<file path="config.mk">
export PLATFORM = sky130hd
export DESIGN_NAME = resistor_ladder_key_decoder_top_flat
export DESIGN_NICKNAME = d
export VERILOG_FILES = /design/src/design/rlkd_pkg.sv /design/src/design/rlkd_in_if.sv /design/src/design/rlkd_out_if.sv /design/src/design/rlkd_cfg_if.sv /design/src/design/rlkd_match.sv /design/src/design/resistor_ladder_key_decoder_top.sv /design/src/flat_wrapper.sv
export SDC_FILE = /design/constraint.sdc
export NUM_CORES = 1
export LEC_CHECK = 0
export BUFFER_PORTS_ARGS = -buffer_cell sky130_fd_sc_hd__buf_4
export CORE_AREA = 2 2 269 271
export CTS_BUF_LIST = sky130_fd_sc_hd__clkbuf_8 sky130_fd_sc_hd__clkbuf_16
export DETAILED_ROUTE_END_ITERATION = 16
export DIE_AREA = 0 0 271 273
export HOLD_SLACK_MARGIN = 0.1
export PLACE_DENSITY_LB_ADDON = 0.25
export SETUP_SLACK_MARGIN = 0.02
export SLEW_MARGIN = 30
export SYNTH_ARGS = -nofsm -noshare
export SYNTH_HDL_FRONTEND = slang
export SYNTH_SLANG_ARGS = --single-unit
export TNS_END_PERCENT = 100
</file>
<file path="constraint.sdc">
create_clock -name clk -period 6.4 [get_ports clk]
set_clock_uncertainty 0.1 [all_clocks]
set_input_delay 1.28 -clock clk [delete_from_list [all_inputs] [get_ports clk]]
set_output_delay 1.28 -clock clk [all_outputs]
set_load 0.005 [all_outputs]
</file>
<file path="src/design/rlkd_pkg.sv">
// ----------------------------------------------------------------------------
// rlkd_pkg
// Shared constants, codes and helpers for the resistor-ladder key decoder.
// ----------------------------------------------------------------------------
`default_nettype none

package rlkd_pkg;

  // Converter and level widths
  localparam int ADC_BITS   = 10;
  localparam int LEVEL_BITS = 10;
  localparam int LEVEL_SLOTS = 3;
  localparam int CMP_W = ((ADC_BITS > LEVEL_BITS) ? ADC_BITS : LEVEL_BITS) + 2;

  // Register widths
  localparam int REL_W    = 10;
  localparam int TOL_W    = 6;
  localparam int MS_W     = 16;
  localparam int LEVELS_W = LEVEL_BITS * LEVEL_SLOTS;
  localparam int TIME_W   = 32;
  localparam int CFG_IDX_W  = 3;
  localparam int CFG_DATA_W = LEVELS_W;

  // Result fields
  localparam int KIND_W = 3;
  localparam int KEY_W  = 2;
  localparam int CODE_W = 6;

  localparam int DEBOUNCE_WINDOW_MS = 10;

  // Register indexes
  localparam logic [CFG_IDX_W-1:0] CFG_RELEASE_LEVEL     = 3'd0;
  localparam logic [CFG_IDX_W-1:0] CFG_MATCH_TOLERANCE   = 3'd1;
  localparam logic [CFG_IDX_W-1:0] CFG_DEBOUNCE_MS       = 3'd2;
  localparam logic [CFG_IDX_W-1:0] CFG_LONG_PRESS_MS     = 3'd3;
  localparam logic [CFG_IDX_W-1:0] CFG_SINGLE_KEY_LEVELS = 3'd4;
  localparam logic [CFG_IDX_W-1:0] CFG_COMBO_LEVELS      = 3'd5;

  // Register reset values
  localparam logic [REL_W-1:0]    RST_RELEASE_LEVEL     = 10'd650;
  localparam logic [TOL_W-1:0]    RST_MATCH_TOLERANCE   = 6'd2;
  localparam logic [MS_W-1:0]     RST_DEBOUNCE_MS       = 16'd50;
  localparam logic [MS_W-1:0]     RST_LONG_PRESS_MS     = 16'd2000;
  localparam logic [LEVELS_W-1:0] RST_SINGLE_KEY_LEVELS = 30'd231845946;
  localparam logic [LEVELS_W-1:0] RST_COMBO_LEVELS      = 30'd86033447;

  // Press phase codes
  localparam logic [1:0] PH_IDLE  = 2'd0;
  localparam logic [1:0] PH_SHORT = 2'd1;
  localparam logic [1:0] PH_LONG  = 2'd2;

  // Internal event code is CODE_STEP * kind + key
  localparam int CODE_STEP = 10;
  localparam logic [CODE_W-1:0] CODE_NONE       = 6'd0;
  localparam logic [CODE_W-1:0] CODE_HELD_BASE  = 6'd10;
  localparam logic [CODE_W-1:0] CODE_HOLD_BASE  = 6'd30;
  localparam logic [CODE_W-1:0] CODE_LATCH_LONG = 6'd40;
  localparam logic [CODE_W-1:0] CODE_COMBO_BASE = 6'd50;

  // Split an event code into its kind (code / 10)
  function automatic logic [KIND_W-1:0] code_kind(input logic [CODE_W-1:0] c);
    logic [KIND_W-1:0] k;
    k = '0;
    for (int n = 1; n < (1 << CODE_W) / CODE_STEP + 1; n++) begin
      if (c >= CODE_W'(CODE_STEP * n)) k = KIND_W'(n);
    end
    return k;
  endfunction

  // Key part of an event code (code % 10), truncated to the key field
  function automatic logic [KEY_W-1:0] code_key(input logic [CODE_W-1:0] c);
    logic [KIND_W-1:0] k;
    logic [CODE_W-1:0] r;
    k = code_kind(c);
    r = c - CODE_W'(CODE_STEP * int'(k));
    return r[KEY_W-1:0];
  endfunction

endpackage

`default_nettype wire

</file>
<file path="src/design/rlkd_in_if.sv">
// ----------------------------------------------------------------------------
// rlkd_in_if
// Sample channel: converter reading and millisecond time.
// ----------------------------------------------------------------------------
`default_nettype none

interface rlkd_in_if;
  logic                             valid;
  logic                             ready;
  logic [rlkd_pkg::ADC_BITS-1:0]    adc_sample;
  logic [rlkd_pkg::TIME_W-1:0]      now_ms;

  modport source (output valid, output adc_sample, output now_ms, input ready);
  modport sink   (input valid, input adc_sample, input now_ms, output ready);
endinterface

`default_nettype wire

</file>
<file path="src/design/rlkd_out_if.sv">
// ----------------------------------------------------------------------------
// rlkd_out_if
// Event channel: event kind and key number.
// ----------------------------------------------------------------------------
`default_nettype none

interface rlkd_out_if;
  logic                           valid;
  logic                           ready;
  logic [rlkd_pkg::KIND_W-1:0]    event_kind;
  logic [rlkd_pkg::KEY_W-1:0]     key_number;

  modport source (output valid, output event_kind, output key_number, input ready);
  modport sink   (input valid, input event_kind, input key_number, output ready);
endinterface

`default_nettype wire

</file>
<file path="src/design/rlkd_cfg_if.sv">
// ----------------------------------------------------------------------------
// rlkd_cfg_if
// Register write channel: index and data.
// ----------------------------------------------------------------------------
`default_nettype none

interface rlkd_cfg_if;
  logic                              valid;
  logic                              ready;
  logic [rlkd_pkg::CFG_IDX_W-1:0]    index;
  logic [rlkd_pkg::CFG_DATA_W-1:0]   data;

  modport source (output valid, output index, output data, input ready);
  modport sink   (input valid, input index, input data, output ready);
endinterface

`default_nettype wire

</file>
<file path="src/design/rlkd_match.sv">
// ----------------------------------------------------------------------------
// rlkd_match
// Match a sample against three packed levels; first exclusive hit wins.
// ----------------------------------------------------------------------------
`default_nettype none

module rlkd_match (
  input  wire logic [rlkd_pkg::ADC_BITS-1:0] sample,
  input  wire logic [rlkd_pkg::LEVELS_W-1:0] levels,
  input  wire logic [rlkd_pkg::TOL_W-1:0]    tol,
  output logic      [1:0]                    slot
);

  logic signed [rlkd_pkg::CMP_W-1:0] s_w;
  logic signed [rlkd_pkg::CMP_W-1:0] t_w;
  logic        [rlkd_pkg::LEVEL_SLOTS-1:0] hit;

  assign s_w = rlkd_pkg::CMP_W'(sample);
  assign t_w = rlkd_pkg::CMP_W'(tol);

  // One window per lane: level - tol < sample < level + tol
  always_comb begin
    logic signed [rlkd_pkg::CMP_W-1:0] lvl;
    for (int i = 0; i < rlkd_pkg::LEVEL_SLOTS; i++) begin
      lvl = rlkd_pkg::CMP_W'(levels[i*rlkd_pkg::LEVEL_BITS +: rlkd_pkg::LEVEL_BITS]);
      hit[i] = (s_w > lvl - t_w) && (s_w < lvl + t_w);
    end
  end

  always_comb begin
    priority if (hit[0]) begin
      slot = 2'd1;
    end else if (hit[1]) begin
      slot = 2'd2;
    end else if (hit[2]) begin
      slot = 2'd3;
    end else begin
      slot = 2'd0;
    end
  end

endmodule

`default_nettype wire

</file>
<file path="src/design/resistor_ladder_key_decoder_top.sv">
// ----------------------------------------------------------------------------
// resistor_ladder_key_decoder_top
// Keypad decoder for a resistor-ladder line: debounce, latch, long hold,
// two-key combinations and release reporting, one event per sample.
// ----------------------------------------------------------------------------
//
//   channel   dir   handshake      payload
//   in_chan   in    valid/ready    adc_sample[9:0], now_ms[31:0]
//   out_chan  out   valid/ready    event_kind[2:0], key_number[1:0]
//   cfg_chan  in    valid/ready    index[2:0], data[29:0]
//
// Each sample is a transfer into an input register; the decision logic and
// the press state update sit between that register and the result register,
// so each sample leaves as one event from the result register.
// One sample per cycle is sustained while out_chan takes every event; the
// state loop (start time, phase, latched code) updates with each sample.
// A stalled output holds the event and the input register; in_chan.ready
// drops only when both are full. Reset clears valids and state; presets registers.
// cfg_chan is always ready; write registers only while no sample is in flight.
// ----------------------------------------------------------------------------
`default_nettype none

module resistor_ladder_key_decoder_top (
  input  wire logic   clk,
  input  wire logic   rst_n,
  rlkd_in_if.sink     in_chan,
  rlkd_out_if.source  out_chan,
  rlkd_cfg_if.sink    cfg_chan
);

  // --------------------------------------------------------------------------
  // Configuration registers
  // --------------------------------------------------------------------------
  logic [rlkd_pkg::REL_W-1:0]    release_level_r;
  logic [rlkd_pkg::TOL_W-1:0]    match_tolerance_r;
  logic [rlkd_pkg::MS_W-1:0]     debounce_ms_r;
  logic [rlkd_pkg::MS_W-1:0]     long_press_ms_r;
  logic [rlkd_pkg::LEVELS_W-1:0] single_levels_r;
  logic [rlkd_pkg::LEVELS_W-1:0] combo_levels_r;

  assign cfg_chan.ready = 1'b1;

  // Writes beyond the last register index are dropped
  always_ff @(posedge clk) begin
    if (!rst_n) begin
      release_level_r   <= rlkd_pkg::RST_RELEASE_LEVEL;
      match_tolerance_r <= rlkd_pkg::RST_MATCH_TOLERANCE;
      debounce_ms_r     <= rlkd_pkg::RST_DEBOUNCE_MS;
      long_press_ms_r   <= rlkd_pkg::RST_LONG_PRESS_MS;
      single_levels_r   <= rlkd_pkg::RST_SINGLE_KEY_LEVELS;
      combo_levels_r    <= rlkd_pkg::RST_COMBO_LEVELS;
    end else if (cfg_chan.valid) begin
      unique case (cfg_chan.index)
        rlkd_pkg::CFG_RELEASE_LEVEL:     release_level_r   <= cfg_chan.data[rlkd_pkg::REL_W-1:0];
        rlkd_pkg::CFG_MATCH_TOLERANCE:   match_tolerance_r <= cfg_chan.data[rlkd_pkg::TOL_W-1:0];
        rlkd_pkg::CFG_DEBOUNCE_MS:       debounce_ms_r     <= cfg_chan.data[rlkd_pkg::MS_W-1:0];
        rlkd_pkg::CFG_LONG_PRESS_MS:     long_press_ms_r   <= cfg_chan.data[rlkd_pkg::MS_W-1:0];
        rlkd_pkg::CFG_SINGLE_KEY_LEVELS: single_levels_r   <= cfg_chan.data;
        rlkd_pkg::CFG_COMBO_LEVELS:      combo_levels_r    <= cfg_chan.data;
        default: begin
        end
      endcase
    end
  end

  // --------------------------------------------------------------------------
  // Pipeline control: input register -> result register
  // --------------------------------------------------------------------------
  logic                            s1_valid_r;
  logic [rlkd_pkg::ADC_BITS-1:0]   s1_sample_r;
  logic [rlkd_pkg::TIME_W-1:0]     s1_now_r;
  logic                            out_valid_r;
  logic [rlkd_pkg::KIND_W-1:0]     out_kind_r;
  logic [rlkd_pkg::KEY_W-1:0]      out_key_r;
  logic                            advance;
  logic                            s1_fire;
  logic                            in_fire;

  // Advance the input register whenever the result register is free or drains
  assign advance       = !out_valid_r || out_chan.ready;
  assign s1_fire       = s1_valid_r && advance;
  assign in_chan.ready = !s1_valid_r || advance;
  assign in_fire       = in_chan.valid && in_chan.ready;

  always_ff @(posedge clk) begin
    if (!rst_n) begin
      s1_valid_r <= 1'b0;
    end else if (in_chan.ready) begin
      s1_valid_r <= in_chan.valid;
    end
  end

  always_ff @(posedge clk) begin
    if (in_fire) begin
      s1_sample_r <= in_chan.adc_sample;
      s1_now_r    <= in_chan.now_ms;
    end
  end

  // --------------------------------------------------------------------------
  // Press state
  // --------------------------------------------------------------------------
  logic [rlkd_pkg::TIME_W-1:0]  start_r, start_nxt;
  logic [1:0]                   phase_r, phase_nxt;
  logic [rlkd_pkg::CODE_W-1:0]  latched_r, latched_nxt;
  logic [rlkd_pkg::CODE_W-1:0]  res_code;

  // --------------------------------------------------------------------------
  // Decision logic
  // --------------------------------------------------------------------------
  logic signed [rlkd_pkg::CMP_W-1:0] s_w;
  logic signed [rlkd_pkg::CMP_W-1:0] rel_thr;
  logic                              released;
  logic [rlkd_pkg::TIME_W-1:0]       elapsed;
  logic [rlkd_pkg::MS_W:0]           deb_end;
  logic                              long_hit;
  logic                              deb_hit;
  logic [1:0]                        single_k;
  logic [1:0]                        combo_k;

  assign s_w     = rlkd_pkg::CMP_W'(s1_sample_r);
  assign rel_thr = rlkd_pkg::CMP_W'(release_level_r) - rlkd_pkg::CMP_W'(match_tolerance_r);
  assign released = s_w > rel_thr;

  // Elapsed time wraps modulo 2^32
  assign elapsed  = s1_now_r - start_r;
  assign deb_end  = (rlkd_pkg::MS_W+1)'(debounce_ms_r)
                  + (rlkd_pkg::MS_W+1)'(rlkd_pkg::DEBOUNCE_WINDOW_MS);
  assign long_hit = elapsed > rlkd_pkg::TIME_W'(long_press_ms_r);
  assign deb_hit  = (elapsed > rlkd_pkg::TIME_W'(debounce_ms_r))
                 && (elapsed < rlkd_pkg::TIME_W'(deb_end));

  rlkd_match u_single (
    .sample (s1_sample_r),
    .levels (single_levels_r),
    .tol    (match_tolerance_r),
    .slot   (single_k)
  );

  rlkd_match u_combo (
    .sample (s1_sample_r),
    .levels (combo_levels_r),
    .tol    (match_tolerance_r),
    .slot   (combo_k)
  );

  always_comb begin
    start_nxt   = start_r;
    phase_nxt   = phase_r;
    latched_nxt = latched_r;
    res_code    = rlkd_pkg::CODE_NONE;
    priority if (released) begin
      // Release: restart the timer and report any pending press
      start_nxt = s1_now_r;
      if (phase_r == rlkd_pkg::PH_SHORT) begin
        phase_nxt   = rlkd_pkg::PH_IDLE;
        latched_nxt = latched_r + rlkd_pkg::CODE_HELD_BASE;
        res_code    = latched_r + rlkd_pkg::CODE_HELD_BASE;
      end else if (phase_r == rlkd_pkg::PH_LONG) begin
        phase_nxt = rlkd_pkg::PH_IDLE;
        res_code  = latched_r;
      end
    end else if (long_hit) begin
      // Long hold of a latched key, else try the combination levels
      phase_nxt = rlkd_pkg::PH_LONG;
      if (latched_r != rlkd_pkg::CODE_NONE && single_k != 2'd0) begin
        latched_nxt = rlkd_pkg::CODE_LATCH_LONG + rlkd_pkg::CODE_W'(single_k);
        res_code    = rlkd_pkg::CODE_HOLD_BASE + rlkd_pkg::CODE_W'(single_k);
      end else if (latched_r < rlkd_pkg::CODE_LATCH_LONG && combo_k != 2'd0) begin
        latched_nxt = rlkd_pkg::CODE_NONE;
        res_code    = rlkd_pkg::CODE_COMBO_BASE + rlkd_pkg::CODE_W'(combo_k);
      end
    end else if (deb_hit) begin
      // Debounce window: latch the key under the sample
      phase_nxt   = rlkd_pkg::PH_SHORT;
      latched_nxt = (single_k != 2'd0)
                  ? rlkd_pkg::CODE_HELD_BASE + rlkd_pkg::CODE_W'(single_k)
                  : rlkd_pkg::CODE_NONE;
    end else begin
      // Outside the windows: repeat a pending short press on every poll
      if (phase_r == rlkd_pkg::PH_SHORT) begin
        res_code = latched_r;
      end
    end
  end

  always_ff @(posedge clk) begin
    if (!rst_n) begin
      start_r   <= '0;
      phase_r   <= rlkd_pkg::PH_IDLE;
      latched_r <= rlkd_pkg::CODE_NONE;
    end else if (s1_fire) begin
      start_r   <= start_nxt;
      phase_r   <= phase_nxt;
      latched_r <= latched_nxt;
    end
  end

  // --------------------------------------------------------------------------
  // Result register
  // --------------------------------------------------------------------------
  always_ff @(posedge clk) begin
    if (!rst_n) begin
      out_valid_r <= 1'b0;
    end else if (advance) begin
      out_valid_r <= s1_valid_r;
    end
  end

  always_ff @(posedge clk) begin
    if (s1_fire) begin
      out_kind_r <= rlkd_pkg::code_kind(res_code);
      out_key_r  <= rlkd_pkg::code_key(res_code);
    end
  end

  assign out_chan.valid      = out_valid_r;
  assign out_chan.event_kind = out_kind_r;
  assign out_chan.key_number = out_key_r;

  // --------------------------------------------------------------------------
  // Assertions
  // --------------------------------------------------------------------------
  a_stall_blocks_input: assert property (@(posedge clk) disable iff (!rst_n)
    s1_valid_r && out_valid_r && !out_chan.ready |-> !in_chan.ready)
    else $error("input taken while both stages are stalled");

  a_out_from_stage: assert property (@(posedge clk) disable iff (!rst_n)
    $rose(out_valid_r) |-> $past(s1_valid_r))
    else $error("event appeared without a sample in the input register");

  a_release_idles: assert property (@(posedge clk) disable iff (!rst_n)
    s1_fire && released |=> phase_r == rlkd_pkg::PH_IDLE)
    else $error("phase not idle after a release");

  a_release_restarts: assert property (@(posedge clk) disable iff (!rst_n)
    s1_fire && released |=> start_r == $past(s1_now_r))
    else $error("press timer not restarted on release");

  a_phase_legal: assert property (@(posedge clk) disable iff (!rst_n)
    phase_r != 2'd3)
    else $error("press phase reached an unused code");

endmodule

`default_nettype wire

</file>
<file path="src/flat_wrapper.sv">
// flat-port wrapper written by rule: the top's interface ports become plain ports
module resistor_ladder_key_decoder_top_flat 
  (clk, rst_n, in_chan_valid, in_chan_adc_sample, in_chan_now_ms, in_chan_ready, out_chan_valid, out_chan_event_kind, out_chan_key_number, out_chan_ready, cfg_chan_valid, cfg_chan_index, cfg_chan_data, cfg_chan_ready);
  rlkd_in_if in_chan_i ();
  rlkd_out_if out_chan_i ();
  rlkd_cfg_if cfg_chan_i ();
  input  wire logic clk;
  input  wire logic rst_n;
  input wire logic [$bits(in_chan_i.valid)-1:0] in_chan_valid;
  input wire logic [$bits(in_chan_i.adc_sample)-1:0] in_chan_adc_sample;
  input wire logic [$bits(in_chan_i.now_ms)-1:0] in_chan_now_ms;
  output wire logic [$bits(in_chan_i.ready)-1:0] in_chan_ready;
  output wire logic [$bits(out_chan_i.valid)-1:0] out_chan_valid;
  output wire logic [$bits(out_chan_i.event_kind)-1:0] out_chan_event_kind;
  output wire logic [$bits(out_chan_i.key_number)-1:0] out_chan_key_number;
  input wire logic [$bits(out_chan_i.ready)-1:0] out_chan_ready;
  input wire logic [$bits(cfg_chan_i.valid)-1:0] cfg_chan_valid;
  input wire logic [$bits(cfg_chan_i.index)-1:0] cfg_chan_index;
  input wire logic [$bits(cfg_chan_i.data)-1:0] cfg_chan_data;
  output wire logic [$bits(cfg_chan_i.ready)-1:0] cfg_chan_ready;
  assign in_chan_i.valid = in_chan_valid;
  assign in_chan_i.adc_sample = in_chan_adc_sample;
  assign in_chan_i.now_ms = in_chan_now_ms;
  assign in_chan_ready = in_chan_i.ready;
  assign out_chan_valid = out_chan_i.valid;
  assign out_chan_event_kind = out_chan_i.event_kind;
  assign out_chan_key_number = out_chan_i.key_number;
  assign out_chan_i.ready = out_chan_ready;
  assign cfg_chan_i.valid = cfg_chan_valid;
  assign cfg_chan_i.index = cfg_chan_index;
  assign cfg_chan_i.data = cfg_chan_data;
  assign cfg_chan_ready = cfg_chan_i.ready;
  resistor_ladder_key_decoder_top u_core (.clk(clk), .rst_n(rst_n), .in_chan(in_chan_i), .out_chan(out_chan_i), .cfg_chan(cfg_chan_i));
endmodule
</file>
==> flow_summary.rst <==
.. list-table::
   :header-rows: 1

   * - Metric
     - Value
   * - Peak per-stage delay on the critical path
     - 0.49 ns
   * - Clock tree from TritonCTS
     - yes
   * - Reported leakage power
     - 0.00791 uW
   * - Min Clock Period, post-route
     - 5.95 ns
   * - Sequential fraction of the synthesis area
     - 25.1%
   * - Destination of the worst register-to-register timing path
     - u_core.out_chan.event_kind[0]$_DFFE_PP_
   * - Type of the most critical hold path
     - flip-flop to flip-flop
   * - Number of warnings reported in the yosys synthesis log
     - 0
   * - Iteration-0 DRC Markers
     - 806
   * - Total Die Area
     - 0.0740 sq mm
   * - Type of the setup path with the least slack
     - flip-flop to flip-flop
   * - Post-synth cell types
     - 102
   * - Total congestion overflow after global routing
     - 0
   * - Horizontal die dimension
     - 271 microns
   * - Final HPWL DP
     - 41,800 microns
   * - Wire length of the first global-routing pass
     - 84,700 microns
   * - Routed WL
     - 54,000 microns
   * - CTS Sinks
     - 197
   * - Required time of the critical path
     - 6.55 ns
   * - Arrival time at the worst endpoint
     - 6.10 ns
   * - Register-to-Register Path Depth
     - 28
   * - Final non-filler cell area
     - 0.0200 sq mm
   * - Fraction of registers with async set/reset
     - 0%
   * - Top post-synthesis cells by count
     - 369 x sky130_fd_sc_hd__nand2_1, 285 x sky130_fd_sc_hd__ha_1, 212 x sky130_fd_sc_hd__a21oi_1
   * - H-tree depth
     - 4
   * - Reg clk slew, reported paths
     - 0.08 ns
   * - First-pass DRT Iterations
     - 5
   * - Hold depth
     - 2
   * - Total of endpoints with negative setup slack in the final report
     - 0
   * - Number of flip-flops and latches in the synthesized netlist
     - 197
   * - Antenna viol nets, final
     - 0
   * - Initial cell density of the core
     - 24.8%
   * - Area delta synth->final
     - 14.0%
   * - Most common cell in the netlist
     - sky130_fd_sc_hd__nand2_1
   * - Fin. Hold Viols
     - 0
   * - Avg Inst Size Synth
     - 8.03 sq um
   * - Highest net fanout along the worst path
     - 13
   * - Core Rows
     - 98
   * - Achievable Freq
     - 168 MHz
   * - Worst-path cell with the longest stage delay
     - sky130_fd_sc_hd__or4_4
   * - Worst path buffer plus inverter count
     - 4
   * - Origin of the worst min-delay path
     - u_core.start_r[6]$_SDFFE_PN0P_
   * - Share of cells above drive strength 1
     - 10.1%
   * - Synth Instances
     - 2,189
   * - Share of the synthesized area in the top cell type
     - 20.3%
   * - Cell type contributing the most total cell area after synthesis
     - sky130_fd_sc_hd__ha_1
   * - Endpoint of the worst hold-timing path
     - u_core.start_r[6]$_SDFFE_PN0P_
   * - Worst vdd rail ir drop
     - 0.156 mV
   * - Result of the run
     - finished, final reports clean
   * - Via count of the first global-routing pass
     - 15,300
   * - Final weighted congestion of routability-driven global placement
     - 0.863
   * - Final routed wire length divided by cell count
     - 16.8 microns
   * - Relative max-transition margin
     - 32.2%
   * - Maximum buffer depth of the clock tree
     - 2
   * - Post-Route Hold Slack
     - 0.356 ns
   * - Commonest register cell after synthesis
     - sky130_fd_sc_hd__dfxtp_1
   * - Setup TNS
     - 0 ns
   * - Placement-stage cell area
     - 0.0194 sq mm
   * - Largest cells by area after synthesis
     - sky130_fd_sc_hd__ha_1 20%, sky130_fd_sc_hd__dfxtp_1 17%, sky130_fd_sc_hd__edfxtp_1 8.0%
   * - Layout Nets
     - 2,634
   * - Clock Latency Late Sink
     - 0.51 ns
   * - Total routing resource utilization after global routing
     - 14.7%
   * - Fraction of the cycle the final worst path needs
     - 93.0%
   * - Number of port buffers
     - 86
   * - Critical path's top delay family
     - compound AO/OA/AOI/OAI gates
   * - Initial antenna violation count
     - 0
   * - Number of vias in the routed layout
     - 15,600
   * - Number of remaining DRC errors
     - 0
   * - Mapped Area
     - 0.0176 sq mm
   * - Power density over the cells
     - 181 mW/mm^2
   * - R2R setup slack
     - 0.45 ns
   * - I/O pin count
     - 88
   * - Element type at the critical path start
     - flip-flop
   * - Number of buffers added by the clock tree synthesis step
     - 17
   * - Final core utilization
     - 28.2%
   * - Final count of pins violating max slew
     - 0
   * - Slew at the pin closest to its max-slew limit
     - 1.02 ns
   * - Net count of the mapped netlist
     - 2,568
   * - Inserted Diodes
     - 0
   * - Clock tree root driver cell
     - sky130_fd_sc_hd__clkbuf_16
   * - Worst Setup End Kind
     - flip-flop
   * - Area inside the core boundary
     - 0.0710 sq mm
   * - Routed vias/inst
     - 4.85
   * - Count of flip-flops with a built-in enable after synthesis
     - 47
   * - Maximum number of pins on one net before global-route repair
     - 48
   * - RSZ-0062 raised after global routing
     - no
   * - Reg-to-reg critical path startpoint
     - u_core.s1_now_r[0]$_DFFE_PP_
   * - Die height
     - 273 microns
   * - Total of max-cap violations
     - 0
worst max path at each step:
stage,from,to,depth (start not counted)
after floorplan,u_core.s1_now_r[0]$_DFFE_PP_,u_core.out_chan.key_number[1]$_DFFE_PP_,26
after global placement,u_core.s1_now_r[0]$_DFFE_PP_,u_core.out_chan.key_number[1]$_DFFE_PP_,27
after detailed placement,u_core.s1_now_r[0]$_DFFE_PP_,u_core.out_chan.event_kind[0]$_DFFE_PP_,27
after CTS,u_core.s1_now_r[0]$_DFFE_PP_,u_core.out_chan.event_kind[0]$_DFFE_PP_,27
after global routing,u_core.s1_now_r[0]$_DFFE_PP_,u_core.out_chan.event_kind[0]$_DFFE_PP_,28
final,u_core.s1_now_r[0]$_DFFE_PP_,u_core.out_chan.event_kind[0]$_DFFE_PP_,28
cell usage in the layout (no fill, tap or decap), types with 6 or more instances in the layout:
| cell | instances |
|---|---|
| sky130_fd_sc_hd__nand2_1 | 368 |
| sky130_fd_sc_hd__ha_1 | 285 |
| sky130_fd_sc_hd__a21oi_1 | 212 |
| sky130_fd_sc_hd__dfxtp_1 | 150 |
| sky130_fd_sc_hd__nor2_1 | 145 |
| sky130_fd_sc_hd__buf_4 | 136 |
| sky130_fd_sc_hd__inv_1 | 134 |
| sky130_fd_sc_hd__xnor2_1 | 84 |
| sky130_fd_sc_hd__o21ai_0 | 83 |
| sky130_fd_sc_hd__nand3_1 | 58 |
| sky130_fd_sc_hd__edfxtp_1 | 47 |
| sky130_fd_sc_hd__xor2_1 | 46 |
| sky130_fd_sc_hd__nor3_1 | 41 |
| sky130_fd_sc_hd__a21o_1 | 35 |
| sky130_fd_sc_hd__nand4_1 | 35 |
| sky130_fd_sc_hd__o211ai_1 | 28 |
| sky130_fd_sc_hd__nor2b_1 | 28 |
| sky130_fd_sc_hd__a211oi_1 | 22 |
| sky130_fd_sc_hd__o21a_1 | 20 |
| sky130_fd_sc_hd__clkbuf_16 | 18 |
| sky130_fd_sc_hd__o21bai_1 | 17 |
| sky130_fd_sc_hd__nand2b_1 | 14 |
| sky130_fd_sc_hd__fa_1 | 14 |
| sky130_fd_sc_hd__or3_1 | 12 |
| sky130_fd_sc_hd__nor4_1 | 12 |
| sky130_fd_sc_hd__a31oi_1 | 11 |
| sky130_fd_sc_hd__mux2i_1 | 11 |
| sky130_fd_sc_hd__a211o_1 | 8 |
| sky130_fd_sc_hd__and3_1 | 8 |
| sky130_fd_sc_hd__and2_1 | 7 |
| sky130_fd_sc_hd__or4_1 | 6 |
sequential cells by signal, indices dropped and copies added, names as in the netlist:
register                    cells
u_core.debounce_ms_r           16
u_core.latched_r                6
u_core.match_tolerance_r        6
u_core.single_levels_r         30
u_core.out_chan.event_kind      3
u_core.out_chan.valid           1
u_core.long_press_ms_r         16
u_core.phase_r                  2
u_core.out_chan.key_number      2
u_core.s1_now_r                32
u_core.start_r                 32
u_core.release_level_r         10
u_core.combo_levels_r          30
u_core.s1_valid_r               1
u_core.s1_sample_r             10
cell families after synthesis:
group	share of synthesized area [%]
AO/OA/AOI/OAI	20.0
XOR/XNOR	6.58
adder cells (fa/ha/maj)	21.9
buffers and inverters	5.12
flip-flops	25.1
multiplexers	1.03
other	0.0213
AND/OR/NAND/NOR	20.2
cell type report:
class | instances | area, sq um
Multi-Input combinational cell | 1768 | 12300
Sequential cell | 197 | 4410
Inverter | 134 | 504
Tap cell | 950 | 1190
Clock buffer | 18 | 450
Fill cell | 7629 | 51000
Timing Repair Buffer | 137 | 1030
Clock inverter | 14 | 140
layer usage:
layer / GRT usage (%) / part of all wire, % / vias up
met5: 0 / 0 / -
met4: 5.29 / 2.8 / 0
met3: 2.57 / 3.6 / 73
met2: 25.9 / 49 / 257
met1: 17.8 / 45 / 7383
li1: - / - / 7890
report_power, final:
group	switching, uW	internal (uW)
Sequential	51.3	1330
Clock	585	539
Combinational	642	472
worst register-to-register path: cells and delay by family (launching register included):
family          cells  cell delay (ns)
buf+inv             4             0.49
flops               1             0.38
simple gates       10             1.60
xor+xnor            1             0.18
compound gates     10             2.12
fa+ha+maj           3             0.83
what timing repair did:
| action | in CTS | in global routing |
|---|---|---|
| resized for setup | 0 | 5 |
| hold buffers | 0 | 0 |
| buffers inserted | 0 | 4 |
| endpoints found under the setup margin | 0 | 3 |
through the flow:
step	worst slack [ns]	instances	power, uW
6_report	0.450	3218	3620
5_1_grt	0.0637	3218	3860
4_1_cts	0.157	3214	3660
3_5_place_dp	0.161	3182	2520
3_3_place_gp	0.238	3182	2500
2_1_floorplan	0.814	2189	2170
Power figures use the tool's default switching activity.
